===== src/hw/rtl/ip6acl_pkg.sv =====
// ----------------------------------------------------------------------------
// ip6acl_pkg
// shared types and constants of the first-match ipv6 prefix acl
// ----------------------------------------------------------------------------
package ip6acl_pkg;

  // rule table geometry
  localparam int RULES   = 16;
  localparam int SLOT_W  = (RULES > 1) ? $clog2(RULES) : 1;
  localparam int CNT_W   = $clog2(RULES + 1);

  // fixed field widths
  localparam int HALF_W    = 64;
  localparam int ADDR_W    = 2 * HALF_W;
  localparam int PREFIX_W  = 8;
  localparam int INDEX_W   = 4;
  localparam int COUNT_W   = 5;
  localparam int CFG_IDX_W = 2;
  localparam int CFG_DAT_W = 5;

  localparam logic [PREFIX_W-1:0] MAX_PREFIX = PREFIX_W'(ADDR_W);

  // request kinds
  localparam logic REQ_LOOKUP = 1'b0;
  localparam logic REQ_WRITE  = 1'b1;

  // configuration register indexes
  localparam logic [CFG_IDX_W-1:0] CFG_DEFAULT_ALLOW = CFG_IDX_W'(0);
  localparam logic [CFG_IDX_W-1:0] CFG_RULE_COUNT    = CFG_IDX_W'(1);

  typedef struct packed {
    logic                req_type;
    logic                is_ipv6;
    logic [HALF_W-1:0]   addr_high;
    logic [HALF_W-1:0]   addr_low;
    logic [INDEX_W-1:0]  rule_index;
    logic [PREFIX_W-1:0] prefix_length;
    logic                rule_allow;
  } req_t;

  typedef struct packed {
    logic               allowed;
    logic               matched;
    logic [INDEX_W-1:0] match_slot;
  } resp_t;

  typedef struct packed {
    logic [HALF_W-1:0]   net_high;
    logic [HALF_W-1:0]   net_low;
    logic [PREFIX_W-1:0] prefix;
    logic                verdict;
  } rule_t;

  typedef enum logic [1:0] {
    ST_IDLE,
    ST_SCAN,
    ST_DONE
  } state_t;

endpackage


===== src/hw/rtl/ipv6_first_match_acl.sv =====
// ----------------------------------------------------------------------------
// ipv6_first_match_acl
// first-match access control over a table of ipv6 prefix rules
// ----------------------------------------------------------------------------
// usage
//   in channel (in_valid / in_stall / in_data): each word is either a rule
//   write (req_type = 1) that stores network, prefix length and verdict in a
//   table slot and gives no result, or a lookup (req_type = 0) that gives
//   exactly one word on the out channel (out_valid / out_stall / out_data).
//   cfg channel (cfg_valid / cfg_ready / cfg_index / cfg_data): index 0 is
//   default_allow, index 1 is rule_count; other indexes are dropped. ready
//   is always high; write only while the block is idle.
//   a rule write keeps the block idle. a lookup holds in_stall high
//   until its result is handed to the output register. the scan reads one
//   table entry per cycle through a single registered read port and one
//   shared 128-bit masked compare and stops at the first hit, or after
//   n = min(rule_count, 16) rules on a miss. non-ipv6 lookups and an empty
//   rule set skip the scan.
//   the output register lets the next word be accepted while a result waits
//   on out_stall; a finished lookup waits in ST_DONE until the register frees.
//   reset (rst, synchronous) clears the configuration and control state; the
//   rule table itself is not cleared and must be written before it is used.
// ----------------------------------------------------------------------------
module ipv6_first_match_acl (
  input  logic                              clk,
  input  logic                              rst,
  input  logic                              in_valid,
  output logic                              in_stall,
  input  ip6acl_pkg::req_t                  in_data,
  output logic                              out_valid,
  input  logic                              out_stall,
  output ip6acl_pkg::resp_t                 out_data,
  input  logic                              cfg_valid,
  output logic                              cfg_ready,
  input  logic [ip6acl_pkg::CFG_IDX_W-1:0]  cfg_index,
  input  logic [ip6acl_pkg::CFG_DAT_W-1:0]  cfg_data
);

  // configuration registers
  logic                               default_allow;
  logic [ip6acl_pkg::COUNT_W-1:0]     rule_count;
  logic [ip6acl_pkg::CNT_W-1:0]       limit;

  // sequencer
  ip6acl_pkg::state_t                 state, state_next;
  logic [ip6acl_pkg::CNT_W-1:0]       idx, idx_next;
  ip6acl_pkg::resp_t                  res, res_next;
  logic                               issue;
  logic                               load_out;

  // lookup address held for the scan
  logic [ip6acl_pkg::ADDR_W-1:0]      addr;

  // rule table with registered read port
  ip6acl_pkg::rule_t                  table_mem [ip6acl_pkg::RULES];
  ip6acl_pkg::rule_t                  rd_data;
  logic                               rd_valid, rd_valid_next;
  logic [ip6acl_pkg::SLOT_W-1:0]      rd_slot;

  // shared compare unit
  logic [ip6acl_pkg::ADDR_W-1:0]      mask;
  logic                               hit;

  logic                               in_acc;
  logic                               wr_ok;
  ip6acl_pkg::rule_t                  wr_rule;

  assign cfg_ready = 1'b1;
  assign in_acc    = in_valid && !in_stall;

  // a count above the table size scans the whole table
  assign limit = (32'(rule_count) > ip6acl_pkg::RULES) ?
                 ip6acl_pkg::CNT_W'(ip6acl_pkg::RULES) :
                 ip6acl_pkg::CNT_W'(rule_count);

  // writes beyond the table are dropped
  assign wr_ok = 32'(in_data.rule_index) < ip6acl_pkg::RULES;

  always_comb begin
    wr_rule.net_high = in_data.addr_high;
    wr_rule.net_low  = in_data.addr_low;
    // over-long prefixes compare every bit
    wr_rule.prefix   = (in_data.prefix_length > ip6acl_pkg::MAX_PREFIX) ?
                       ip6acl_pkg::MAX_PREFIX : in_data.prefix_length;
    wr_rule.verdict  = in_data.rule_allow;
  end

  // top prefix bits set; zero prefix gives an empty mask
  assign mask = ~({ip6acl_pkg::ADDR_W{1'b1}} >> rd_data.prefix);
  assign hit  = rd_valid &&
                (((addr ^ {rd_data.net_high, rd_data.net_low}) & mask) == '0);

  // configuration writes
  always_ff @(posedge clk) begin
    if (rst) begin
      default_allow <= 1'b0;
      rule_count    <= '0;
    end else if (cfg_valid && cfg_ready) begin
      unique case (cfg_index)
        ip6acl_pkg::CFG_DEFAULT_ALLOW: default_allow <= cfg_data[0];
        ip6acl_pkg::CFG_RULE_COUNT:    rule_count    <= ip6acl_pkg::COUNT_W'(cfg_data);
        default: ;
      endcase
    end
  end

  // next state and control
  always_comb begin
    state_next    = state;
    idx_next      = idx;
    res_next      = res;
    issue         = 1'b0;
    rd_valid_next = 1'b0;
    load_out      = 1'b0;
    in_stall      = 1'b1;
    unique case (state)
      ip6acl_pkg::ST_IDLE: begin
        in_stall = 1'b0;
        if (in_acc && in_data.req_type == ip6acl_pkg::REQ_LOOKUP) begin
          res_next.allowed    = default_allow;
          res_next.matched    = 1'b0;
          res_next.match_slot = '0;
          idx_next            = '0;
          if (in_data.is_ipv6 && limit != '0) begin
            state_next = ip6acl_pkg::ST_SCAN;
          end else begin
            state_next = ip6acl_pkg::ST_DONE;
          end
        end
      end
      ip6acl_pkg::ST_SCAN: begin
        // fetch the next rule while the previous one is compared
        issue = idx < limit;
        if (issue) begin
          idx_next = idx + 1'b1;
        end
        if (hit) begin
          res_next.allowed    = rd_data.verdict;
          res_next.matched    = 1'b1;
          res_next.match_slot = ip6acl_pkg::INDEX_W'(rd_slot);
          state_next          = ip6acl_pkg::ST_DONE;
        end else begin
          rd_valid_next = issue;
          if (!issue) begin
            state_next = ip6acl_pkg::ST_DONE;
          end
        end
      end
      ip6acl_pkg::ST_DONE: begin
        if (!out_valid || !out_stall) begin
          load_out   = 1'b1;
          state_next = ip6acl_pkg::ST_IDLE;
        end
      end
      default: state_next = ip6acl_pkg::ST_IDLE;
    endcase
  end

  always_ff @(posedge clk) begin
    if (rst) begin
      state    <= ip6acl_pkg::ST_IDLE;
      idx      <= '0;
      rd_valid <= 1'b0;
    end else begin
      state    <= state_next;
      idx      <= idx_next;
      rd_valid <= rd_valid_next;
    end
  end

  // payload registers
  always_ff @(posedge clk) begin
    res <= res_next;
    if (in_acc) begin
      addr <= {in_data.addr_high, in_data.addr_low};
    end
  end

  // rule table write and read ports
  always_ff @(posedge clk) begin
    if (in_acc && in_data.req_type == ip6acl_pkg::REQ_WRITE && wr_ok) begin
      table_mem[ip6acl_pkg::SLOT_W'(in_data.rule_index)] <= wr_rule;
    end
    if (issue) begin
      rd_data <= table_mem[idx[ip6acl_pkg::SLOT_W-1:0]];
      rd_slot <= idx[ip6acl_pkg::SLOT_W-1:0];
    end
  end

  // output register
  always_ff @(posedge clk) begin
    if (rst) begin
      out_valid <= 1'b0;
    end else if (load_out) begin
      out_valid <= 1'b1;
    end else if (!out_stall) begin
      out_valid <= 1'b0;
    end
  end

  always_ff @(posedge clk) begin
    if (load_out) begin
      out_data <= res;
    end
  end

  // checks
  a_lookup_busy: assert property (@(posedge clk) disable iff (rst)
    (in_valid && !in_stall && in_data.req_type == ip6acl_pkg::REQ_LOOKUP)
    |=> (state != ip6acl_pkg::ST_IDLE))
    else $error("lookup accepted without starting");

  a_idx_bound: assert property (@(posedge clk) disable iff (rst)
    (state == ip6acl_pkg::ST_SCAN) |-> (idx <= limit))
    else $error("scan index beyond rule count");

  a_read_bound: assert property (@(posedge clk) disable iff (rst)
    (state == ip6acl_pkg::ST_SCAN && rd_valid) |-> (32'(rd_slot) < 32'(limit)))
    else $error("rule read beyond rule count");

  a_miss_slot: assert property (@(posedge clk) disable iff (rst)
    (out_valid && !out_data.matched) |-> (out_data.match_slot == '0))
    else $error("slot reported without a match");

  a_load_free: assert property (@(posedge clk) disable iff (rst)
    load_out |-> (!out_valid || !out_stall))
    else $error("result loaded over a waiting word");

endmodule

===== config.mk =====
export PLATFORM = sky130hd
export DESIGN_NAME = ipv6_first_match_acl
export DESIGN_NICKNAME = d
export VERILOG_FILES = /design/src/hw/rtl/ip6acl_pkg.sv /design/src/hw/rtl/ipv6_first_match_acl.sv
export SDC_FILE = /design/constraint.sdc
export NUM_CORES = 2
export LEC_CHECK = 0
export CAP_MARGIN = 30
export CORE_MARGIN = 2
export CORE_UTILIZATION = 30
export CTS_CLUSTER_SIZE = 16
export DETAILED_ROUTE_END_ITERATION = 7
export DONT_BUFFER_PORTS = 1
export GPL_TIMING_DRIVEN = 1
export SLEW_MARGIN = 20
export SYNTH_ARGS = -nofsm -noshare
export SYNTH_HDL_FRONTEND = slang
export SYNTH_SLANG_ARGS = --single-unit

===== constraint.sdc =====
create_clock -name clk -period 23.4 [get_ports clk]
set_clock_uncertainty 0.2 [all_clocks]
set_input_delay 1.17 -clock clk [delete_from_list [all_inputs] [get_ports clk]]
set_output_delay 1.17 -clock clk [all_outputs]
set_load 0.01 [all_outputs]

==> metrics.yaml <==
run_status:
  run_status: "complete, no violations"
floorplan:
  dieArea_um2: 318000
  io_pins: 164
  core_region_area_um2: 312000
  rows: 205
  die_height_um: 564
  start_util_pct: 30.2
  die_w_um: 564
sta:
  post-route-worst-setup-slack_ns: 18.39
  setup_viol: 0
  hold_viol: 0
  fin_crit_ns: 5.01
  slew_viol_final: 0
  rsz0062_at_grt: "false"
  relSlewSlack_pct: 29.2
  worst_pin_slew_ns: 1.06
  fin_crit_sh_pct: 21.4
  tns_ns: 0
  fmax_mhz: 200
clock_network:
  cts_buffers: 240
  path_clk_slew_ns: 0.06
  clkSinkCount: 2488
  cts_resized: 0
  tritoncts: "done"
  worstSkewPairLatency_ns: 0.88
  ctsHoldBuffers: 0
  clock_tree.root_cell: "clkbuf_16"
  cts_setup_buffers: 0
  htreeDepth: 4
  clockBufferDepth: 3
synth:
  async_reset_ff_share_pct: 0
  synth_area_leader_cell: "edfxtp_1"
  yosysWarnings: 0
  syn_avg_cell_area_um2: 24.4
  synth_edf_count: 2473
  synth.distinct_cells: 72
  syn_nets: 4026
  netlist_area_um2: 94100
  yosysTopAreaCellShare_pct: 78.9
  ys_ff_latch: 2488
  syn-instance-count: 3866
  synth_area_leaders: "edfxtp_1, mux4_2, xnor2_1, xor2_1, clkbuf_1"
  ys.flop_type: "edfxtp_1"
  ys_seq_area_share_pct: 79.2
placed_design:
  place_congestion: 0.875
  dp.cells: 7911
  io_buffers: 0
  dp_hpwl_um: 127000
  place_ws_ns: 17.98
final_layout:
  area_growth_pct: 14.6
  drive_above_1_share_pct: 28.1
  nets: 4178
  n_fill_cell: 28300
  seq_area_um2: 74600
  stdcell_count: 8366
  multi_input_area_um2: 19000
setup_path:
  reg2reg_to: "res[0]$_SDFFCE_PN0P_"
  crit_end: "res[0]$_SDFFCE_PN0P_"
  required_ns: 23.68
  arrival_ns: 5.29
  crit_cells: 8
  end_kind: "flip-flop"
  cpLargestDelayFamily: "compound AO/OA/AOI/OAI gates"
  path_buf_inv: 0
  max_stage_delay_ns: 0.94
  crit_start: "rd_data[2]$_DFFE_PP_"
  regToRegStartpoint: "rd_data[2]$_DFFE_PP_"
  crit_fanout: 25
  crit_type: "reg -> reg"
  cp-start-kind: "flip-flop"
  cp_cell_sequence: "o21ai_2, o22ai_1, or4_1, a221oi_2, o2111ai_1, o41ai_2, nand4_1, o22ai_2"
  crit_path_top_delay_cell: "o22ai_2"
  reg2reg_setup_slack_ns: 18.39
  ff2ff_path_depth: 8
pwr:
  vdd_drop_max_mv: 0.0705
  p_leak_nw: 31.6
  power_density_nw_per_um2: 84.3
  power_w: 0.00910
route:
  via_count: 42000
  drt-total-wl_um: 238000
  drtPass1Iterations: 6
  drtIter0Drc: 4428
  post_drt_wl_per_cell_um: 28.4
  drc: 0
  avgViaCountPerCell: 5.02
  ant_nets: 0
grt:
  grt_usage_pct: 14.8
  grt_pass1_vias: 43600
  grt_overflow_total: 0
  grt_max_degree: 110
  grt_pass1_wl_um: 335000
  antenna_found_initial: 4
job:
  drv_cap: 0
worst_hold_path:
  worstHoldPathType: "in -> reg"
[worst min-delay path by stage]
stage | start | endpoint | slack, ns | cells past startpoint
after detailed placement | res[1]$_SDFFCE_PN0P_ | out_data[1]$_DFFE_PP_ | 0.21 | 0
after global routing | rst | idx[0]$_SDFFE_PP0P_ | 0.10 | 1
final | rst | idx[1]$_SDFFE_PP0P_ | 0.15 | 1
after floorplan | res[0]$_SDFFCE_PN0P_ | out_data[0]$_DFFE_PP_ | 0.20 | 0
after CTS | rst | idx[0]$_SDFFE_PP0P_ | 0.08 | 1
after global placement | res[2]$_SDFFCE_PN0P_ | out_data[2]$_DFFE_PP_ | 0.21 | 0
[cells in the mapped netlist, types with 4 or more instances]
master	number
a211oi_1	7
a21o_1	6
a21oi_1	51
a31oi_1	9
a32oi_1	4
and2_1	9
buf_1	57
buf_2	9
buf_6	4
clkbuf_1	110
dfxtp_1	15
edfxtp_1	2473
ha_1	5
inv_1	9
mux2i_1	7
mux4_2	685
nand2_1	30
nand2b_1	5
nand3_1	14
nand4_1	9
nor2_1	60
nor2b_1	11
nor3_1	16
nor4_1	10
o2111ai_1	5
o21ai_0	30
o22ai_1	11
or3_1	7
or4_1	5
xnor2_1	77
xor2_1	54
[metal layers]
metal | vias up | wire length [um] | part of all wire, % | global-route usage (%)
met5 | - | 36 | 0.015 | 0
met4 | 6 | 4470 | 1.9 | 3.31
met3 | 319 | 18800 | 7.9 | 4.11
met2 | 1435 | 121000 | 51 | 25.4
met1 | 23300 | 94100 | 40 | 18.5
li1 | 17000 | - | - | -
[flip-flops by register name, summed over array words and instances (netlist names)]
signal         count
rd_slot            4
addr             128
state              2
rule_count         5
res                6
idx                5
out_data           6
rd_data          137
default_allow      1
rd_valid           1
table_mem       2192
out_valid          1
[cells by family after synthesis]
logic type | count (synthesis) | share of synthesized area [%]
AO/OA/AOI/OAI | 159 | 1.12
other | 1 | 0.00398
multiplexers | 692 | 16.5
buffers and inverters | 190 | 0.805
XOR/XNOR | 131 | 1.22
flip-flops | 2488 | 79.2
adder cells (fa/ha/maj) | 6 | 0.0771
AND/OR/NAND/NOR | 199 | 1.11
[report_power, final]
part / internal, W / switching, W / leakage [nW]
clock: 0.00233 / 0.00166 / 3.96
combinational: 0.0000389 / 0.000109 / 5.13
sequential: 0.00495 / 0.0000157 / 22.5
[metrics by stage]
step | area [um2] | hold WS (ns) | utilization, %
floorplan | 94100 | 0.200 | -
global placement | 99500 | 0.212 | 31.9
detailed placement | 99700 | 0.208 | 31.9
CTS | 108000 | 0.0768 | 34.5
global route | 108000 | 0.103 | 34.6
finish | 108000 | 0.148 | 34.6
[placed cells by master, fill, tap and decap left out, types with 37 or more instances in the layout]
cell type  instances
xor2_1            54
clkinv_1          43
bufinv_16         38
clkbuf_1          37
mux4_2           685
a21oi_1           50
buf_4             68
xnor2_1           77
clkbuf_16        244
nor2_1            48
clkinv_2          48
edfxtp_1        2473
[area by class of cell]
cell class / instances / area share [%]
flip-flops and latches: 2488 / 69.1
multi-input cells: 1188 / 17.6
clock buffers: 282 / 5.80
well taps: 4140 / 4.80
clock inverters: 164 / 1.74
repair buffers: 91 / 0.955
inverters: 9 / 0.0359
diodes: 4 / 0.00927
Note: power is estimated with default switching activity, not from simulation.
